==> config.mk <==
export PLATFORM = sky130hd
export DESIGN_NAME = gtg_ctrl
export DESIGN_NICKNAME = d
export VERILOG_FILES = /design/src/rtl/gtg_pkg.sv /design/src/rtl/gtg_ctrl.sv
export SDC_FILE = /design/constraint.sdc
export NUM_CORES = 1
export LEC_CHECK = 0
export ABC_AREA = 1
export ABC_CLOCK_PERIOD_IN_PS = 1850
export BUFFER_PORTS_ARGS = -buffer_cell sky130_fd_sc_hd__buf_2
export CAP_MARGIN = 25
export CORE_AREA = 2 2 39 41
export CTS_CLUSTER_SIZE = 14
export DETAILED_ROUTE_END_ITERATION = 8
export DIE_AREA = 0 0 41 43
export SLEW_MARGIN = 20
export SYNTH_ARGS = -nofsm -noshare
export SYNTH_HDL_FRONTEND = slang
export SYNTH_SLANG_ARGS = --single-unit
==> constraint.sdc <==
create_clock -name clk -period 1.85 [get_ports clk]
set_input_delay 0.555 -clock clk [delete_from_list [all_inputs] [get_ports clk]]
set_output_delay 0.555 -clock clk [all_outputs]
set_load 0.01 [all_outputs]
==> src/rtl/gtg_pkg.sv <==
// gtg_pkg: shared types, constants and the cordic angle table
// used by every module of the go-to-goal controller
`timescale 1ns / 1ps

package gtg_pkg;

  localparam int ACT_BITS = 2;
  localparam logic [1:0] ACT_POSE  = 2'd0;
  localparam logic [1:0] ACT_ENTRY = 2'd1;
  localparam logic [1:0] ACT_EMPTY = 2'd2;
  localparam logic [1:0] ACT_TICK  = 2'd3;

  localparam int CFG_IDX_BITS = 2;
  localparam logic [1:0] REG_TOL     = 2'd0;
  localparam logic [1:0] REG_LGAIN   = 2'd1;
  localparam logic [1:0] REG_AGAIN   = 2'd2;
  localparam logic [1:0] REG_CLOSEST = 2'd3;
  localparam int CFG_DATA_BITS = 16;

  localparam int OUT_ID_BITS = 8;
  localparam int GUARD = 14;
  localparam int CW = 36;   // cordic x/y width
  localparam int ZW = 28;   // cordic angle width
  localparam logic signed [ZW-1:0] HALF_PI_Z = 28'sd26353589;
  localparam logic [19:0] INV_K_Q20 = 20'd636751;
  localparam logic signed [17:0] PI_Q13 = 18'sd25736;
  localparam logic signed [17:0] TWO_PI_Q13 = 18'sd51472;

  typedef struct packed {
    logic start;      // begin a tick computation
  } gtg_cmd_t;

  typedef struct packed {
    logic zero_vec;   // dx and dy both zero
    logic done;       // last cordic step taken
  } gtg_sts_t;

  function automatic logic signed [ZW-1:0] atan_z(input logic [4:0] i);
    case (i)
      5'd0: atan_z = 28'sd13176795;
      5'd1: atan_z = 28'sd7778716;
      5'd2: atan_z = 28'sd4110060;
      5'd3: atan_z = 28'sd2086331;
      5'd4: atan_z = 28'sd1047214;
      5'd5: atan_z = 28'sd524117;
      5'd6: atan_z = 28'sd262123;
      5'd7: atan_z = 28'sd131069;
      5'd8: atan_z = 28'sd65536;
      5'd9: atan_z = 28'sd32768;
      5'd10: atan_z = 28'sd16384;
      5'd11: atan_z = 28'sd8192;
      5'd12: atan_z = 28'sd4096;
      5'd13: atan_z = 28'sd2048;
      5'd14: atan_z = 28'sd1024;
      5'd15: atan_z = 28'sd512;
      5'd16: atan_z = 28'sd256;
      5'd17: atan_z = 28'sd128;
      5'd18: atan_z = 28'sd64;
      5'd19: atan_z = 28'sd32;
      5'd20: atan_z = 28'sd16;
      5'd21: atan_z = 28'sd8;
      5'd22: atan_z = 28'sd4;
      5'd23: atan_z = 28'sd2;
      default: atan_z = '0;
    endcase
  endfunction

endpackage

==> src/rtl/gtg_ctrl.sv <==
// gtg_ctrl: sequencer for the tick computation
// drives the cordic and the output stage, depends on gtg_pkg
`timescale 1ns / 1ps

module gtg_ctrl (
  input  logic              clk,
  input  logic              rst_n,
  input  logic              tick_go,
  input  gtg_pkg::gtg_sts_t sts,
  input  logic              out_taken,
  output gtg_pkg::gtg_cmd_t cmd,
  output logic              busy,
  output logic              mul_en,
  output logic              fin_en,
  output logic              out_valid
);
  import gtg_pkg::*;

  typedef enum logic [2:0] {S_IDLE, S_RUN, S_MUL, S_FIN, S_OUT} state_t;
  state_t state_r;

  always_ff @(posedge clk) begin
    if (!rst_n) begin
      state_r <= S_IDLE;
    end else begin
      case (state_r)
        S_IDLE: if (tick_go) state_r <= S_RUN;
        S_RUN: if (sts.done) state_r <= S_MUL;
        S_MUL: state_r <= S_FIN;
        S_FIN: state_r <= S_OUT;
        S_OUT: if (out_taken) state_r <= S_IDLE;
        default: state_r <= S_IDLE;
      endcase
    end
  end

  assign cmd.start = (state_r == S_IDLE) && tick_go;
  assign busy = (state_r != S_IDLE);
  assign mul_en = (state_r == S_MUL);
  assign fin_en = (state_r == S_FIN);
  assign out_valid = (state_r == S_OUT);
endmodule

After elaboration in Yosys (flattened, before gate mapping)
Index checks and enable logic that the tools add are counted.
Widths: inputs -> output; s select.
{ "word_totals": {"n_memories": 0, "word_cells": 16, "ff_bits": 3, "ramBits": 0, "input_bits": 6, "romBits": 0, "latch_bits": 0} }
{ "classes": {"addsub": 0, "order_cmp": 0, "mux": 4, "bitwise_logic": 0, "n_reduce_logical": 4, "n_eq_ne": 7, "div": 0, "shift": 0, "multipliers": 0} }
{ "ops": {"columns": ["cell", "count"], "rows": [
  ["$pmux 3 s5", 1],
  ["$mux 3", 3],
  ["$eq 3x2->1 const B", 2],
  ["$ne 2x2->1 const B", 3],
  ["$eq 3x1->1 const B", 1],
  ["$eq 3x3->1 const B", 1],
  ["$logic_not 3->1", 1],
  ["$reduce_and 3->1", 1],
  ["$reduce_bool 3->1", 1],
  ["$logic_and 1x1->1", 1]
]} }

Logic depth before layout (Yosys ltp)
Gate-level depths: netlist of run 1.
{ "depth": {"ltp_word": 3, "mapped_depth": 5, "ltp_nobuf": 5} }

Worst setup path before layout of run 1
No wires, ideal clock.
{ "synth_path": {"path_type": "input to output", "startpoint": "input tick_go", "endpoint": "output cmd", "required_time_ns": 1.295, "cell_stages": 2, "arrival_ns": 0.768, "slack_ns": 0.527, "path_buffers": 0, "path_cell_list": "inv_1 -> nor2_1"} }
{ "synth_between": {"elab_chain_len": 1} }
{ "synth_rtl": {"columns": ["item", "line", "source"], "rows": [
  ["start, declared", "gtg_ctrl.sv:8", "input logic tick_go,"],
  ["$logic_and 1x1->1", "gtg_ctrl.sv:37", "assign cmd.start = (state_r == S_IDLE) && tick_go;"],
  ["end, declared", "gtg_ctrl.sv:11", "output gtg_pkg::gtg_cmd_t cmd,"]
]} }
Every way passes these cells.

Final worst setup path of run 1
{ "layout_path": {"startpoint": "register state_r[0]", "endpoint": "output mul_en"} }
{ "layout_between": {"elab_chain_len": 1} }
{ "layout_rtl": {"columns": ["item", "line", "source"], "rows": [
  ["start, declared", "gtg_ctrl.sv:20", "state_t state_r;"],
  ["start signal, assigned", "gtg_ctrl.sv:24", "state_r <= S_IDLE;"],
  ["start signal, assigned", "gtg_ctrl.sv:27", "S_IDLE: if (tick_go) state_r <= S_RUN;"],
  ["start signal, assigned", "gtg_ctrl.sv:28", "S_RUN: if (sts.done) state_r <= S_MUL;"],
  ["$eq 3x2->1", "gtg_ctrl.sv:39", "assign mul_en = (state_r == S_MUL);"],
  ["end, declared", "gtg_ctrl.sv:13", "output logic mul_en,"]
]} }
Every way passes these cells.

==> run metrics, run 1 <==
diodes inserted=0; CTS tree=done; worst r2r src=state_r[0]$_SDFFE_PN0P_; WS Path Type=flop to output pin; Worst VDD drop=around 270 uV; share of power burned in the clock network=0.378; cell accounting for the most synthesized area=dfxtp_1; slew at the pin with the worst max-slew slack=0.2200 ns; Netlist cell types=12; yosys synthesis warning count=0; mapped cell area=roughly 200 um2; hold_buf cts=0; layout cells sized above 1=0.3556; final wirelength=roughly 470 um; synthesis-to-layout area growth=45.06%; Initial Util=0.1465; Worst Reg2Reg Path Length in Cells=5; Hold WC Path Type=flop to flop; DRT antenna net count=0; Req. time, crit path=about 1.3 ns; register area=60.06 um2; worst-skew pair later-pin latency=between 0.2 and 0.25 ns; die area=~1800 um2; Slew headroom=0.8532; clock slew at reported path FFs=roughly 0.040 ns; crit-path max cell delay=roughly 0.43 ns; Post-Synthesis Cells=32; Largest Register=state_r; Design Power=0.3144 mW; Final Cycle Share=0.8653; CTS buffer count=3; FF+latch count, synth=3; critical path launch point=state_r[0]$_SDFFE_PN0P_; Die Width=slightly above 40 um; cell count along the critical path=4; Clock Sinks=3; Cell Pwr Density=1069 nW/um2; skew final=between 0.007 and 0.008 ns; fin area=roughly 290 um2; Leak=between 0.15 and 0.2 nW; core footprint=~1400 um2; first-pass GRT wire length=just over 600 um; sequential area share after synthesis=0.2963; Clock Tree Buf Depth=2; CTS H-tree depth=1; pin count of the biggest net entering global routing=7; minimum clock period=approximately 1.6 ns; post-CTS setup buffers=0; crit-path leading delay family=flip-flops; most frequent cells after synthesis=7 x inv_1, 6 x nor2_1, 4 x nand2_1; Gate power share=0.332; status=finished clean; critical path's slowest cell=dfxtp_1; DP Wirelength=between 300 and 400 um; Via density=approximately 3.8; cell-internal power=approximately 0.2 mW; area of the multi-input gates=116.4 um2; Syn Area/Cell=6.334 um2; GR Overflow Total=0; NetSw=~0.11 mW; cells along the critical path=inv_1 -> nand2_1 -> nor2_1 -> buf_2; switching share of power=0.3630; Setup TNS Final=0 ns; routed length per instance=approximately 7.7 um; crit end category=output pin; final count of pins violating max slew=0; max reg flops=3; top cells by area, synth=dfxtp_1 30%, inv_1 13%, nor2_1 11%; Post-CTS Resized=0; vias in the first global route=about 180; Final Hold Fails=0; row count=14; count leader, synth=inv_1; biggest regs=state_r x3; Root Driver=clkbuf_4; DR iter-0 viols=1; residual DRC count=0; vias=229; Reg power frac=0.290; CP Buf/Inv Count=2; DP Area=roughly 270 um2; RSZ-0062 raised after global routing=no; Synth Net Count=38; global-route usage over all layers=0.06012; crit-path max FO=6; TritonRoute pass-1 iters=2; prevailing post-synth register cell=dfxtp_1; CP endpoint=mul_en; CP Launch Type=flop; nets=52; # port buffers=9; initial antenna violation count=0; reg2reg setup slack=between 0.8 and 0.9 ns; top cell type's share of synthesized area=0.2963; Post-synth EDFFs=0; Final Setup Violations=0; # fillers=~160; Synth async-reset ratio=0; RD Place Congestion=a little over 0.7; Fmax=624.7 MHz; IO Count=11; max-cap check violation count=0; Worst Path Arrival=1.05 ns; die height=43 um; worst r2r dst=state_r[1]$_SDFFE_PN0P_
==> metrics by stage <==
step	instances	utilization	hold slack [ns]	setup WS (ns)
global route	61	0.2125	0.5876	0.1661
CTS	61	0.2125	0.5807	0.2315
finish	61	0.2125	0.5876	0.2492
detailed placement	57	0.1935	0.5825	0.3984
floorplan	32	-	0.5369	0.5271
global placement	57	0.1935	0.5687	0.3984
==> kinds of logic after synthesis <==
kind of cell           count (synthesis)  share of synthesized area
and+or+nand+nor                       20                     0.5123
buffers and inverters                  7                     0.1297
DFF                                    3                     0.2963
AOI/OAI and AO/OA                      2                    0.06172
==> area by class of cell <==
class                      count  area share
sequential                     3      0.2043
timing repair buffer           9      0.1532
tap                           16     0.06809
clock buffer                   4     0.08936
multi-input combinational     22      0.3957
inverter                       7     0.08936
==> layer usage <==
metal | global-route usage | part of all wire
met4 | 0.06000 | 0.030
met2 | 0.08125 | 0.46
met1 | 0.05112 | 0.42
met3 | 0.04712 | 0.090
met5 | 0 | 0
==> power groups by stage <==
stage                     registers (mW)  clock network, mW  logic, mW
after floorplan                   0.0889                  0     0.0757
after global placement            0.0916                  0      0.104
after detailed placement          0.0922                  0      0.106
after CTS                         0.0911              0.128      0.107
after global routing              0.0928              0.133      0.119
final                             0.0911              0.119      0.104
==> how the worst min path moves through the flow <==
stage / startpoint / slack [ns] / to / depth (start not counted)
floorplan: state_r[2]$_SDFFE_PN0P_ / 0.54 / state_r[2]$_SDFFE_PN0P_ / 2
global placement: state_r[2]$_SDFFE_PN0P_ / 0.57 / state_r[2]$_SDFFE_PN0P_ / 2
detailed placement: state_r[2]$_SDFFE_PN0P_ / 0.58 / state_r[2]$_SDFFE_PN0P_ / 2
CTS: rst_n / 0.58 / state_r[2]$_SDFFE_PN0P_ / 2
global route: rst_n / 0.59 / state_r[2]$_SDFFE_PN0P_ / 2
finish: state_r[2]$_SDFFE_PN0P_ / 0.59 / state_r[2]$_SDFFE_PN0P_ / 2
==> layout by cell type, fill, tap and decap left out <==
cell type,count
dfxtp_1,3
nor2_1,6
nand4_1,1
buf_2,9
o21ai_0,1
nand3_1,3
nand3_2,2
nand3b_1,1
clkbuf_4,3
a21boi_0,1
inv_1,7
nor3_1,1
nand2_1,4
clkbuf_1,1
nor2_2,2
==> tightest hold or removal path, stage by stage, from the launching register on <==
cell and delay (ns):
dfxtp_1 0.33, nand3_2 0.12, a21boi_0 0.08
(Power assumes the default switching activity.)
==> inputs of run 2 (changes only) <==
PLACE_DENSITY = 0.43   (was default)
==> run metrics, run 2 (same netlist as run 1, synthesis figures left out) <==
final wirelength=448 um (-4.5%); core footprint=1384 um2 (unchanged); dpl cells=57 (unchanged); hold_buf cts=0 (unchanged); synthesis-to-layout area growth=45.06% (unchanged); Worst Path Arrival=1.04 ns (about the same); CTS H-tree depth=1 (unchanged); Final Setup Violations=0 (unchanged); vias=221 (-3.5%); diodes inserted=0 (unchanged); RSZ-0062 raised after global routing=no; Slew headroom=0.8526 (about the same); Req. time, crit path=1.29 ns (about the same); Final Cycle Share=0.8607 (-0.004616); Clock Sinks=3 (unchanged); vias in the first global route=208 (+16%); # fillers=167 (+5.0%); CTS tree=done; status=finished clean; CP Launch Type=flop; minimum clock period=1.592 ns (-0.008539 ns); Clock Tree Buf Depth=2 (unchanged); RD Place Congestion=0.6447 (-10%); max-cap check violation count=0 (unchanged); Final Hold Fails=0 (unchanged); Root Driver=clkbuf_4; die height=43 um (unchanged); Cell Pwr Density=1049 nW/um2 (-1.9%); final count of pins violating max slew=0 (unchanged); Worst VDD drop=290.4 uV (+8.3%); Post-CTS Resized=0 (unchanged); global-route usage over all layers=0.06921 (+0.009087); nets=52 (unchanged); WS Path Type=flop to output pin; slew at the pin with the worst max-slew slack=0.2208 ns (+0.0008898 ns); row count=14 (unchanged); TritonRoute pass-1 iters=1 (-1); pre-CTS setup slack=0.3936 ns (-0.004753 ns); DP Wirelength=377.4 um (+0.32%); worst r2r src=state_r[0]$_SDFFE_PN0P_; die area=1763 um2 (unchanged); DRT antenna net count=0 (unchanged); IO Count=11 (unchanged); clock slew at reported path FFs=0.04 ns (about the same); layout cells sized above 1=0.3556 (unchanged); skew final=0.003734 ns (-0.004081 ns); post-CTS setup buffers=0 (unchanged); Fmax=628.0 MHz (+0.54%); residual DRC count=0 (unchanged); pin count of the biggest net entering global routing=7 (unchanged); Final WS setup=0.2577 ns (+0.008539 ns); Hold WC Path Type=flop to flop; Leak=0.1651 nW (unchanged); biggest regs=state_r x3; DR iter-0 viols=0 (-1); GR Overflow Total=0 (unchanged); Via density=3.623 (-3.5%); Die Width=41 um (unchanged); leading cell type in the layout, fill and taps excluded=buf_2; crit end category=output pin; # port buffers=9 (unchanged); routed length per instance=7.344 um (-4.5%); Setup TNS Final=0 ns (unchanged); Non-Filler Instances=61 (unchanged); initial antenna violation count=0 (unchanged); Largest Register=state_r; CTS buffer count=3 (unchanged); most frequent cells in the layout=9 x buf_2, 7 x inv_1, 6 x nor2_1; worst-skew pair later-pin latency=0.23 ns (about the same); crit-path max FO=6 (unchanged); Hold Path Origin=state_r[2]$_SDFFE_PN0P_; critical path launch point=state_r[0]$_SDFFE_PN0P_; Initial Util=0.1465 (unchanged); max reg flops=3 (unchanged); first-pass GRT wire length=786 um (+27%)
==> run 2: cell counts in the layout (fill, tap and decap cells not counted) <==
Identical to the previous run, type by type.
==> run 2: worst paths after layout <==
check,endpoint,slack (ns),depth (start not counted)
max,mul_en,0.26,4
min,state_r[2]$_SDFFE_PN0P_,0.58,2
min reg2reg,state_r[2]$_SDFFE_PN0P_,0.58,2
max reg2reg,state_r[1]$_SDFFE_PN0P_,0.87,5
==> run 2: power breakdown <==
part           leakage [nW]  switching (mW)  internal [mW]  total [mW]
Clock                0.0150          0.0321         0.0807       0.113
Sequential           0.0247          0.0156         0.0755      0.0911
Combinational         0.125          0.0608         0.0437       0.105
Total                 0.165           0.108          0.200       0.308
==> run 2: layout make-up <==
cell class	count	area, um2	area share
sequential	3	60.06	0.2043
clock buffer	4	26.28	0.08936
inverter	7	26.28	0.08936
multi-input combinational	22	116.4	0.3957
timing repair buffer	9	45.04	0.1532
tap	16	20.02	0.06809
==> run 2: per-layer routing <==
layer,global-route usage,wire [um],vias to the layer above
met2,0.08438,204,6
met5,0,0,-
met4,0.06000,0,0
li1,-,-,126
met1,0.08654,214,89
met3,0.03141,29,0
==> run 2: worst max-delay path: stages, from the launching register on <==
cell,delay [ns]
dfxtp_1,0.43
inv_1,0.10
nand2_1,0.11
nor2_1,0.04
buf_2,0.13
==> run 2: through the flow <==
stage          cell area, um2  hold WS (ns)  utilization  total power [mW]
6_report                294.0        0.5777       0.2125            0.3084
5_1_grt                 294.0        0.6017       0.2125            0.3431
4_1_cts                 294.0        0.5817       0.2125            0.3195
3_5_place_dp            267.8        0.5765       0.1935            0.1994
3_3_place_gp            267.8        0.5812       0.1935            0.1991
2_1_floorplan           202.7        0.5369            -            0.1647
